===== src/design/sbc_pkg.sv =====
// ============================================================================
// sbc_pkg - shared types and constants of the sprite blitter
// Command codes, orientation codes, register indexes and controller structs.
// ============================================================================
`default_nettype none

package sbc_pkg;

    localparam int unsigned COORD_W  = 12;
    localparam int unsigned COLOR_W  = 24;
    localparam int unsigned INDEX_W  = 12;
    localparam int unsigned MODE_W   = 3;
    localparam int unsigned DIR_W    = 2;
    localparam int unsigned CFG_IDX_W = 3;
    localparam int unsigned CFG_DAT_W = 7;

    typedef enum logic [MODE_W-1:0] {
        MODE_LOAD = 3'd0,
        MODE_FILL = 3'd1,
        MODE_COPY = 3'd2,
        MODE_DRAW = 3'd3,
        MODE_READ = 3'd4
    } t_mode;

    localparam logic [DIR_W-1:0] DIR_DOWN  = 2'd0;
    localparam logic [DIR_W-1:0] DIR_UP    = 2'd1;
    localparam logic [DIR_W-1:0] DIR_LEFT  = 2'd2;
    localparam logic [DIR_W-1:0] DIR_RIGHT = 2'd3;

    localparam logic [CFG_IDX_W-1:0] REG_FRAME_W  = 3'd0;
    localparam logic [CFG_IDX_W-1:0] REG_FRAME_H  = 3'd1;
    localparam logic [CFG_IDX_W-1:0] REG_SLOT0_W  = 3'd2;
    localparam logic [CFG_IDX_W-1:0] REG_SLOT0_H  = 3'd3;
    localparam logic [CFG_IDX_W-1:0] REG_SLOT1_W  = 3'd4;
    localparam logic [CFG_IDX_W-1:0] REG_SLOT1_H  = 3'd5;

    // controller -> datapath
    typedef struct packed {
        logic setup;     // latch command, compute bounds
        logic step;      // advance walk counters, issue one access
        logic clr_step;  // advance clearing counter, write zero
        logic rd_issue;  // issue frame read
        logic rd_load;   // capture frame read data into output register
    } t_cmd;

    // datapath -> controller
    typedef struct packed {
        logic walk_last; // last pixel of the current walk
        logic empty;     // walk covers nothing
        logic clr_last;  // last entry of the clearing pass
    } t_status;

endpackage

`default_nettype wire


===== src/design/sbc_ctrl.sv =====
// ============================================================================
// sbc_ctrl - command sequencer
// Clears the background after reset, then runs one command at a time.
// ============================================================================
`default_nettype none

module sbc_ctrl (
    input  wire logic                 i_clk,
    input  wire logic                 i_rst_n,
    input  wire logic                 i_in_valid,
    input  wire logic [sbc_pkg::MODE_W-1:0] i_mode,
    input  wire logic                 i_out_ready,
    input  wire sbc_pkg::t_status     i_status,
    output logic                      o_in_ready,
    output logic                      o_out_valid,
    output sbc_pkg::t_cmd             o_cmd
);
    import sbc_pkg::*;

    typedef enum logic [2:0] {
        S_CLEAR, S_IDLE, S_SETUP, S_WALK, S_DRAIN, S_READ, S_READ_DATA
    } t_state;

    t_state r_state, n_state;
    logic   r_out_valid, n_out_valid;
    logic   accept;

    // a read needs the output register free so its result has a place to go
    assign o_in_ready  = (r_state == S_IDLE) &&
                         (!r_out_valid || i_out_ready || i_mode != MODE_READ);
    assign accept      = i_in_valid && o_in_ready;
    assign o_out_valid = r_out_valid;

    always_comb begin
        n_state     = r_state;
        n_out_valid = r_out_valid && !i_out_ready;
        o_cmd       = '0;
        case (r_state)
            S_CLEAR: begin
                o_cmd.clr_step = 1'b1;
                if (i_status.clr_last) n_state = S_IDLE;
            end
            S_IDLE: begin
                if (accept) begin
                    o_cmd.setup = 1'b1;
                    case (i_mode)
                        MODE_LOAD: n_state = S_IDLE;
                        MODE_READ: begin
                            o_cmd.rd_issue = 1'b1;
                            n_state = S_READ;
                        end
                        MODE_FILL, MODE_COPY, MODE_DRAW: n_state = S_SETUP;
                        default:   n_state = S_IDLE;
                    endcase
                end
            end
            S_SETUP: begin
                n_state = i_status.empty ? S_IDLE : S_WALK;
            end
            S_WALK: begin
                o_cmd.step = 1'b1;
                if (i_status.walk_last) n_state = S_DRAIN;
            end
            S_DRAIN: begin
                o_cmd.step = 1'b1;   // last pipelined write lands
                n_state = S_IDLE;
            end
            S_READ: n_state = S_READ_DATA;
            S_READ_DATA: begin
                o_cmd.rd_load = 1'b1;
                n_out_valid   = 1'b1;
                n_state       = S_IDLE;
            end
            default: n_state = S_IDLE;
        endcase
    end

    always_ff @(posedge i_clk) begin
        if (!i_rst_n) begin
            r_state     <= S_CLEAR;
            r_out_valid <= 1'b0;
        end else begin
            r_state     <= n_state;
            r_out_valid <= n_out_valid;
        end
    end
endmodule

`default_nettype wire


===== config.mk =====
export PLATFORM = sky130hd
export DESIGN_NAME = sbc_ctrl
export DESIGN_NICKNAME = d
export VERILOG_FILES = /design/src/design/sbc_pkg.sv /design/src/design/sbc_ctrl.sv
export SDC_FILE = /design/constraint.sdc
export NUM_CORES = 1
export LEC_CHECK = 0
export BUFFER_PORTS_ARGS = -buffer_cell sky130_fd_sc_hd__buf_2
export CAP_MARGIN = 20
export CORE_AREA = 5 5 42 44
export DETAILED_ROUTE_END_ITERATION = 8
export DIE_AREA = 0 0 47 49
export PLACE_DENSITY = 0.56
export SLEW_MARGIN = 20
export SYNTH_ARGS = -nofsm -noshare
export SYNTH_HDL_FRONTEND = slang
export SYNTH_SLANG_ARGS = --single-unit
export TNS_END_PERCENT = 100

===== constraint.sdc =====
create_clock -name i_clk -period 1.3 [get_ports i_clk]
set_input_delay 0.065 -clock i_clk [delete_from_list [all_inputs] [get_ports i_clk]]
set_output_delay 0.065 -clock i_clk [all_outputs]
set_load 0.03 [all_outputs]

Word level (Yosys, flattened, before mapping)
Cells that the tools add are included.
{"block": "totals", "regBits": 4, "input_bits": 10}
{"block": "op_classes", "reduce_logical": 11, "eq_ne": 14, "n_mux": 15}
{"operator": "$pmux 3 s5", "count": 1}
{"operator": "$eq 3x2->1 const B", "count": 4}
{"operator": "$eq 3x3->1 const B", "count": 4}
{"operator": "$mux 1", "count": 9}
{"operator": "$mux 3", "count": 3}
{"operator": "$eq 3x1->1 const B", "count": 2}
{"operator": "$ne 2x2->1 const B", "count": 3}
{"operator": "$pmux 3 s2", "count": 1}
{"operator": "$logic_and 1x1->1", "count": 3}
{"operator": "$logic_not 3->1", "count": 1}
{"operator": "$ne 3x3->1 const B", "count": 1}
{"operator": "$reduce_and 3->1", "count": 1}
{"operator": "$reduce_or 3->1", "count": 1}
{"operator": "$logic_not 1->1", "count": 2}
{"operator": "$logic_or 1x1->1", "count": 2}
{"operator": "$mux 2", "count": 1}
{"operator": "$reduce_or 2->1", "count": 1}

Logic depth before layout (Yosys ltp)
Gate-level depths: netlist of run 1.
{"block": "depth", "ltp_word": 7, "mapped_depth": 4, "depth_no_buf": 3}

Least setup slack after synthesis of run 1
No wires, ideal clock.
{"block": "synth_path", "path_type": "reg-to-output", "from": "reg r_state[2]", "to": "out o_cmd[4] (netlist name)", "required_time_ns": 1.235, "stages_incl_launch_ff": 5, "arrival_time_ns": 1.228, "slack_ns": 0.007, "cell_sequence": "dfxtp_1 buf_2 nor2_1 nand3_1 a31oi_1"}
{"element": "from (decl)", "line_no": "sbc_ctrl.sv:24", "source": "t_state r_state, n_state;"}
{"element": "from (signal assigned)", "line_no": "sbc_ctrl.sv:83", "source": "r_state <= n_state;"}
{"element": "to (decl)", "line_no": "sbc_ctrl.sv:16", "source": "output sbc_pkg::t_cmd o_cmd"}

==> impl_metrics.yaml, run 1 <==
outcome:
  status: "finished clean"
layout:
  synthToLayoutAreaGrowth_pct: 44.4
  diodes: 0
  layout.nets: 69
  instances_no_fill: 73
  drive_above_1_share_pct: 49.1
pwr:
  p_int_w: 0.000271
  p_sw_share_pct: 29.2
  pwr-share-clk_pct: 40.1
  p_leak_nw: 0.189
  netSwitchingPower_w: 0.000112
  comb_power_share_pct: 23.5
  power_density_nw_per_um2: 887
  peakVddDrop_mv: 0.287
  power_frac_seq_pct: 36.4
logic_synthesis:
  syn_inst: 40
  ys_types: 22
  ys_ff_latch: 4
  synthAdderAreaFrac_pct: 0
  synth_area_per_cell_sq_um: 7.48
  synth_compound_area_share_pct: 25.1
  ys_warn_count: 0
  synth_sequential_area_ratio_pct: 26.8
  yosysTopAreaCellShare_pct: 26.8
  synth_mux_area_share_pct: 11.7
  synth_top_family_by_area: "simple AND/OR/NAND/NOR gates"
  yosysTopAreaCell: "dfxtp_1"
  synth.area.top_cells: "dfxtp_1 27%, mux2i_1 6.7%, nand2_1 6.3%, mux2_4 5.0%, nor2_1 5.0%"
  synth_xor_area_share_pct: 0
  syn_area_sq_um: 299
  yosys.area_share.simple_pct: 26.8
  syn-num-nets: 50
sta:
  period_minus_slack_ns: 1.23
  setup_violations: 0
  period_share_pct: 94.9
  slew_headroom_pct: 86.8
  setup_tns_ns: 0
  max_freq_ghz: 0.811
  drv_slew: 0
  clock_skew_ns: 0.00178
  tightest_slew_ns: 0.198
  hold_violations: 0
  rsz0062_at_grt: "true"
cts:
  clk_pin_slew_ns: 0.04
  clock_latency_ns: 0.23
  postCtsSetupRepairBufs: 0
  hold_buffers: 0
  cts_buffer_depth: 2
  clock_sinks: 4
  numCtsBuffers: 3
  cts_tree: "built"
  root_buffer: "clkbuf_4"
  htree_num_levels: 1
setup_path:
  cp_cell_sequence: "nor2b_2 > nand3b_1 > nor2_1 > buf_2"
  cp_top_family: "simple AND/OR/NAND/NOR gates"
  ff2ff_setup_slack_ns: 0.26
  timing.rr.end: "r_state[2]$_SDFFE_PN0P_"
  cp_data_arrival_time_ns: 1.17
  startpoint: "o_out_valid$_SDFF_PN0_"
  worst-path-stages: 4
  critPathMaxFanout: 4
  critPathRequiredTime_ns: 1.24
  crit_end: "o_cmd[1]"
  timing.critical_path.buf_inv: 1
  startpoint_type: "flop"
  reg2reg_depth: 3
  cpMaxStageDelayCell: "dfxtp_1"
  setup.worst_path.end_class: "output port"
  rr_startpoint: "r_state[1]$_SDFFE_PN0P_"
  critPathKind: "reg2out"
  critPathMaxStageDelay_ns: 0.29
routing:
  wl_per_cell_microns: 10.8
  drc_errors: 0
  dr.first_iter.drc_count: 9
  firstDrtPassIters: 4
  wl_microns: 792
  dr_total_vias: 344
  vias_per_cell: 4.71
  final_antenna_net_count: 0
floorplan:
  start_util_pct: 21.3
  core_region_area_sq_um: 1400
  die_h_microns: 49
  die_w_microns: 47
  ios: 17
  design.die.area_sq_um: 2300
  num_rows: 14
global_route:
  top_usage_layer: "met2"
  met2_usage_pct: 11.3
  antenna_found_initial: 0
  grt_usage_pct: 7.82
  grt_pass1_wl_mm: 1.36
  met1_usage_pct: 10.8
  grt_overflow: 0
  grt_pass1_vias: 319
  grt_max_degree: 12
  use_met3_pct: 0
place:
  dp.final_hpwl_microns: 652
  placedCellCount: 70
  portBuffers: 16
  place.gp.congestion: 0.768
min_path:
  holdCritPathClass: "in2reg"
  holdPathStages: 2
flow_run:
  cap_violations: 0
[cell type report]
| class | instances | area, sq um |
|---|---|---|
| clock buffers | 3 | 22.5 |
| multi-input cells | 31 | 200 |
| inverters | 2 | 7.51 |
| fillers | 168 | 970 |
| well taps | 16 | 20.0 |
| flip-flops and latches | 4 | 86.3 |
| repair buffers | 17 | 95.1 |
[worst min-delay path by stage]
stage,start,to,slack [ns]
floorplan,i_rst_n,o_out_valid$_SDFF_PN0_,0.18
global placement,i_rst_n,o_out_valid$_SDFF_PN0_,0.35
detailed placement,i_rst_n,o_out_valid$_SDFF_PN0_,0.35
CTS,i_rst_n,o_out_valid$_SDFF_PN0_,0.11
global route,i_rst_n,o_out_valid$_SDFF_PN0_,0.12
finish,i_rst_n,o_out_valid$_SDFF_PN0_,0.11
[timing repair]
action,CTS,global route
pin swaps,0,1
resized for setup,3,9
setup endpoints to repair,5,5
[registers in the layout (all words and copies together) (netlist names)]
signal	cells
r_state	3
o_out_valid	1
[worst register-to-register path: cells and delay by family, from the launching register on]
kind | cells | cell delay, ns
flip-flops | 1 | 0.40
AO/OA/AOI/OAI | 2 | 0.21
multiplexers | 1 | 0.31
[synth_stat cells]
master    n
nand2_1   5
dfxtp_1   4
nor2_1    4
a21oi_1   2
a31oi_1   2
buf_2     2
inv_1     2
mux2i_1   2
nand3_1   2
nor3_1    2
o21ai_0   2
a211oi_1  1
buf_6     1
mux2_4    1
nand2b_1  1
nand3b_1  1
nand4_1   1
nor2b_1   1
o21a_1    1
o21ba_2   1
o221a_2   1
o22ai_1   1
[power by group through the flow]
stage | clock network [W] | registers (W) | logic, W
6_report | 0.000154 | 0.000139 | 0.0000899
5_1_grt | 0.000160 | 0.000141 | 0.0000991
4_1_cts | 0.000158 | 0.000140 | 0.0000881
3_5_place_dp | 0 | 0.000141 | 0.0000877
3_3_place_gp | 0 | 0.000141 | 0.0000870
2_1_floorplan | 0 | 0.000131 | 0.0000675
[cell usage in the layout, fill, tap and decap left out]
cell type,Yosys,final
nor2b_2,0,1
a31oi_1,2,2
o221a_2,1,1
a211oi_1,1,1
dfxtp_1,4,1
mux2i_1,2,2
nand2_1,5,5
nor2_4,0,1
o21ba_2,1,1
dfxtp_2,0,2
clkbuf_4,0,4
a21oi_1,2,2
o21a_1,1,1
o21ai_0,2,2
nand2b_1,1,1
buf_2,2,13
dfxtp_4,0,1
nand3_1,2,2
o22ai_1,1,1
inv_1,2,2
nand4_1,1,1
nor2_1,4,3
nand3b_1,1,1
nor3_1,2,2
mux2_4,1,1
buf_4,0,3
[per-layer routing]
layer	up-vias	share of wire, %
li1	177	-
met1	156	43
met2	9	50
met3	2	4.2
met4	0	2.0
met5	-	0
[metrics by stage]
stage / instance area (sq um) / utilization, % / worst slack (ns) / hold WS, ns / power [W]
3_3_place_gp: 385 / 27.5 / 0.145 / 0.349 / 0.000228
2_1_floorplan: 299 / - / 0.00703 / 0.183 / 0.000198
3_5_place_dp: 385 / 27.5 / 0.134 / 0.345 / 0.000229
6_report: 432 / 30.8 / 0.0667 / 0.108 / 0.000383
4_1_cts: 413 / 29.5 / 0.00443 / 0.106 / 0.000387
5_1_grt: 432 / 30.8 / -0.00723 / 0.117 / 0.000401
[logic make-up (layout without fill, tap and decap cells)]
| family | count (synthesis) | count (layout) |
|---|---|---|
| AOI/OAI and AO/OA | 11 | 11 |
| muxes | 3 | 3 |
| and+or+nand+nor | 17 | 17 |
| DFF | 4 | 4 |
| buffers and inverters | 5 | 22 |
(Power assumes the default switching activity.)
==> inputs of run 2 (changes only) <==
ABC_AREA = 1   (was not set)
CORE_AREA = 2 2 39 41   (was 5 5 42 44)
DIE_AREA = 0 0 41 43   (was 0 0 47 49)
PLACE_DENSITY = 0.59   (was 0.56)
SLEW_MARGIN = 40   (was 20)
==> run 2 against run 1 <==
Effect of this change:
- routed wire length rose by 1.6%
- largest power group unchanged
- utilization rose by 6.1 points
- synthesized cell count rose by 35%
- combinational power rose by 61%
- fmax fell by 2.3%
- sequential share of layout area fell by 3.3 points
- register-to-register slack got worse by 0.08 ns
- sequential power barely moved
==> impl_metrics.yaml, run 2 <==
sta:
  worst_slack_ns: 0.0379
  max_freq_ghz: 0.792
  period_share_pct: 97.1
  hold_violations: 0
  tightest_slew_ns: 0.209
  slew_headroom_pct: 86.0
  rsz0062_at_grt: "true"
  clock_skew_ns: 0.000763
  setup_violations: 0
  drv_slew: 0
  period_minus_slack_ns: 1.26
place:
  pre_cts_ws_ns: 0.0845
  placedCellCount: 87
  portBuffers: 16
  place.gp.congestion: 0.769
  dp.final_hpwl_microns: 652
logic_synthesis:
  synth-main-ff-cell: "dfxtp_1"
  synth_area_per_cell_sq_um: 6.02
  ys_warn_count: 0
  yosysTopAreaCellShare_pct: 24.6
  postSynth.asyncResetShare_pct: 0
  syn-num-nets: 64
  synth_enable_flop_cells: 0
  synth_sequential_area_ratio_pct: 24.6
  syn_inst: 54
  yosysTopAreaCell: "dfxtp_1"
  synth_common_cells: "8 x inv_1, 7 x nand2_1, 6 x nor2_1"
  syn_area_sq_um: 325
  ys_types: 15
  synth.area.top_cells: "dfxtp_1 25%, nand2_2 9.6%, inv_1 9.2%, nand2_1 8.1%, nand3_1 7.7%"
  yosysMostFrequentCell: "inv_1"
  ys_ff_latch: 4
layout:
  drive_above_1_share_pct: 53.9
  multi_input_area_sq_um: 220
  layout_commonest_cell: "buf_2"
  layout.nets: 88
  regArea_sq_um: 85.1
  top_register: "r_state"
  fillers: 160
  final_core_util_pct: 36.9
  final_cell_mix: "15 x buf_2, 7 x inv_1, 7 x nand2_1"
  synthToLayoutAreaGrowth_pct: 56.9
  diodes: 0
  instances_no_fill: 92
  largest_reg_flops: 3
setup_path:
  cpMaxStageDelayCell: "dfxtp_4"
  critPathMaxStageDelay_ns: 0.35
  cp_cell_sequence: "inv_4 > nand2_4 > inv_4 > nand2_4 > nor3_4 > nand3_2 > inv_2 > buf_6"
  setup.worst_path.end_class: "output port"
  critPathRequiredTime_ns: 1.24
  cp_data_arrival_time_ns: 1.20
  startpoint_type: "flop"
  cp_top_family: "flip-flops"
  timing.critical_path.buf_inv: 4
  critPathMaxFanout: 4
  critPathKind: "reg2out"
global_route:
  grt_overflow: 0
  grt_pass1_wl_mm: 1.39
  grt_max_degree: 7
  antenna_found_initial: 0
  grt_usage_pct: 12.6
  grt_pass1_vias: 369
routing:
  wl_microns: 805
  drc_errors: 0
  vias_per_cell: 4.42
  wl_per_cell_microns: 8.75
  dr.first_iter.drc_count: 7
  final_antenna_net_count: 0
  dr_total_vias: 407
  firstDrtPassIters: 4
cts:
  htree_num_levels: 1
  root_buffer: "clkbuf_4"
  clk_pin_slew_ns: 0.03
  hold_buffers: 0
  cts_tree: "built"
  cts_buffer_depth: 2
  clock_sinks: 4
  numCtsBuffers: 3
  clock_latency_ns: 0.24
pwr:
  power_density_nw_per_um2: 852
  peakVddDrop_mv: 0.284
  p_leak_nw: 0.261
floorplan:
  ios: 17
  design.die.area_sq_um: 1760
  start_util_pct: 23.5
  core_region_area_sq_um: 1380
  num_rows: 14
  die_w_microns: 41
  die_h_microns: 43
min_path:
  holdCritPathClass: "in2reg"
flow_run:
  cap_violations: 0
outcome:
  status: "finished clean"
run 2: metal layers:
metal,global-route usage [%],part of all wire [%]
met1,12.8,42
met3,6.28,7.1
met2,17.5,47
met5,0,0
met4,12.0,3.6
run 2: layout make-up:
cell class / count / share of cell area (%)
multi-input combinational: 37 / 43.1
tap: 16 / 3.92
clock buffer: 3 / 4.41
timing repair buffer: 19 / 21.3
sequential: 4 / 16.7
inverter: 13 / 10.5
run 2: cell families after synthesis:
logic type	share of synthesized area [%]
buf+inv	15.0
compound gates	15.0
flops	24.6
simple gates	45.4
run 2: worst min-delay path, stage by stage:
cell and delay, ns:
buf_2 0.07, inv_1 0.04, nand2_2 0.06, a21oi_1 0.06
run 2: repair_timing:
action	4_1_cts	5_1_grt
pin swaps	2	0
buffers inserted	2	0
resized for setup	6	3
setup endpoints to repair	2	2
run 2: through the flow:
| stage | TNS (ns) | area, sq um | hold WS [ns] | total power (W) |
|---|---|---|---|---|
| after floorplan | -0.00994 | 338 | 0.209 | 0.000234 |
| after global placement | 0 | 445 | 0.355 | 0.000269 |
| after detailed placement | 0 | 445 | 0.356 | 0.000271 |
| after CTS | 0 | 498 | 0.115 | 0.000436 |
| after global routing | -0.0733 | 510 | 0.121 | 0.000473 |
| final | 0 | 510 | 0.115 | 0.000435 |
run 2: report_power, final:
part	switching, W	total (W)	leakage (nW)	internal [W]
Clock	0.0000497	0.000153	0.0138	0.000103
Sequential	0.00000857	0.000137	0.0336	0.000129
Combinational	0.0000884	0.000145	0.214	0.0000564
Total	0.000147	0.000435	0.261	0.000288
run 2: path summary, 6_finish.rpt:
| check | end | slack [ns] | cells after the start | start |
|---|---|---|---|---|
| max | o_cmd[1] | 0.04 | 8 | r_state[1]$_SDFFE_PN0P_ |
| min reg2reg | o_out_valid$_SDFF_PN0_ | 0.51 | 2 | o_out_valid$_SDFF_PN0_ |
| min | r_state[1]$_SDFFE_PN0P_ | 0.11 | 4 | i_status[2] |
| max reg2reg | r_state[0]$_SDFFE_PN0P_ | 0.18 | 8 | r_state[1]$_SDFFE_PN0P_ |
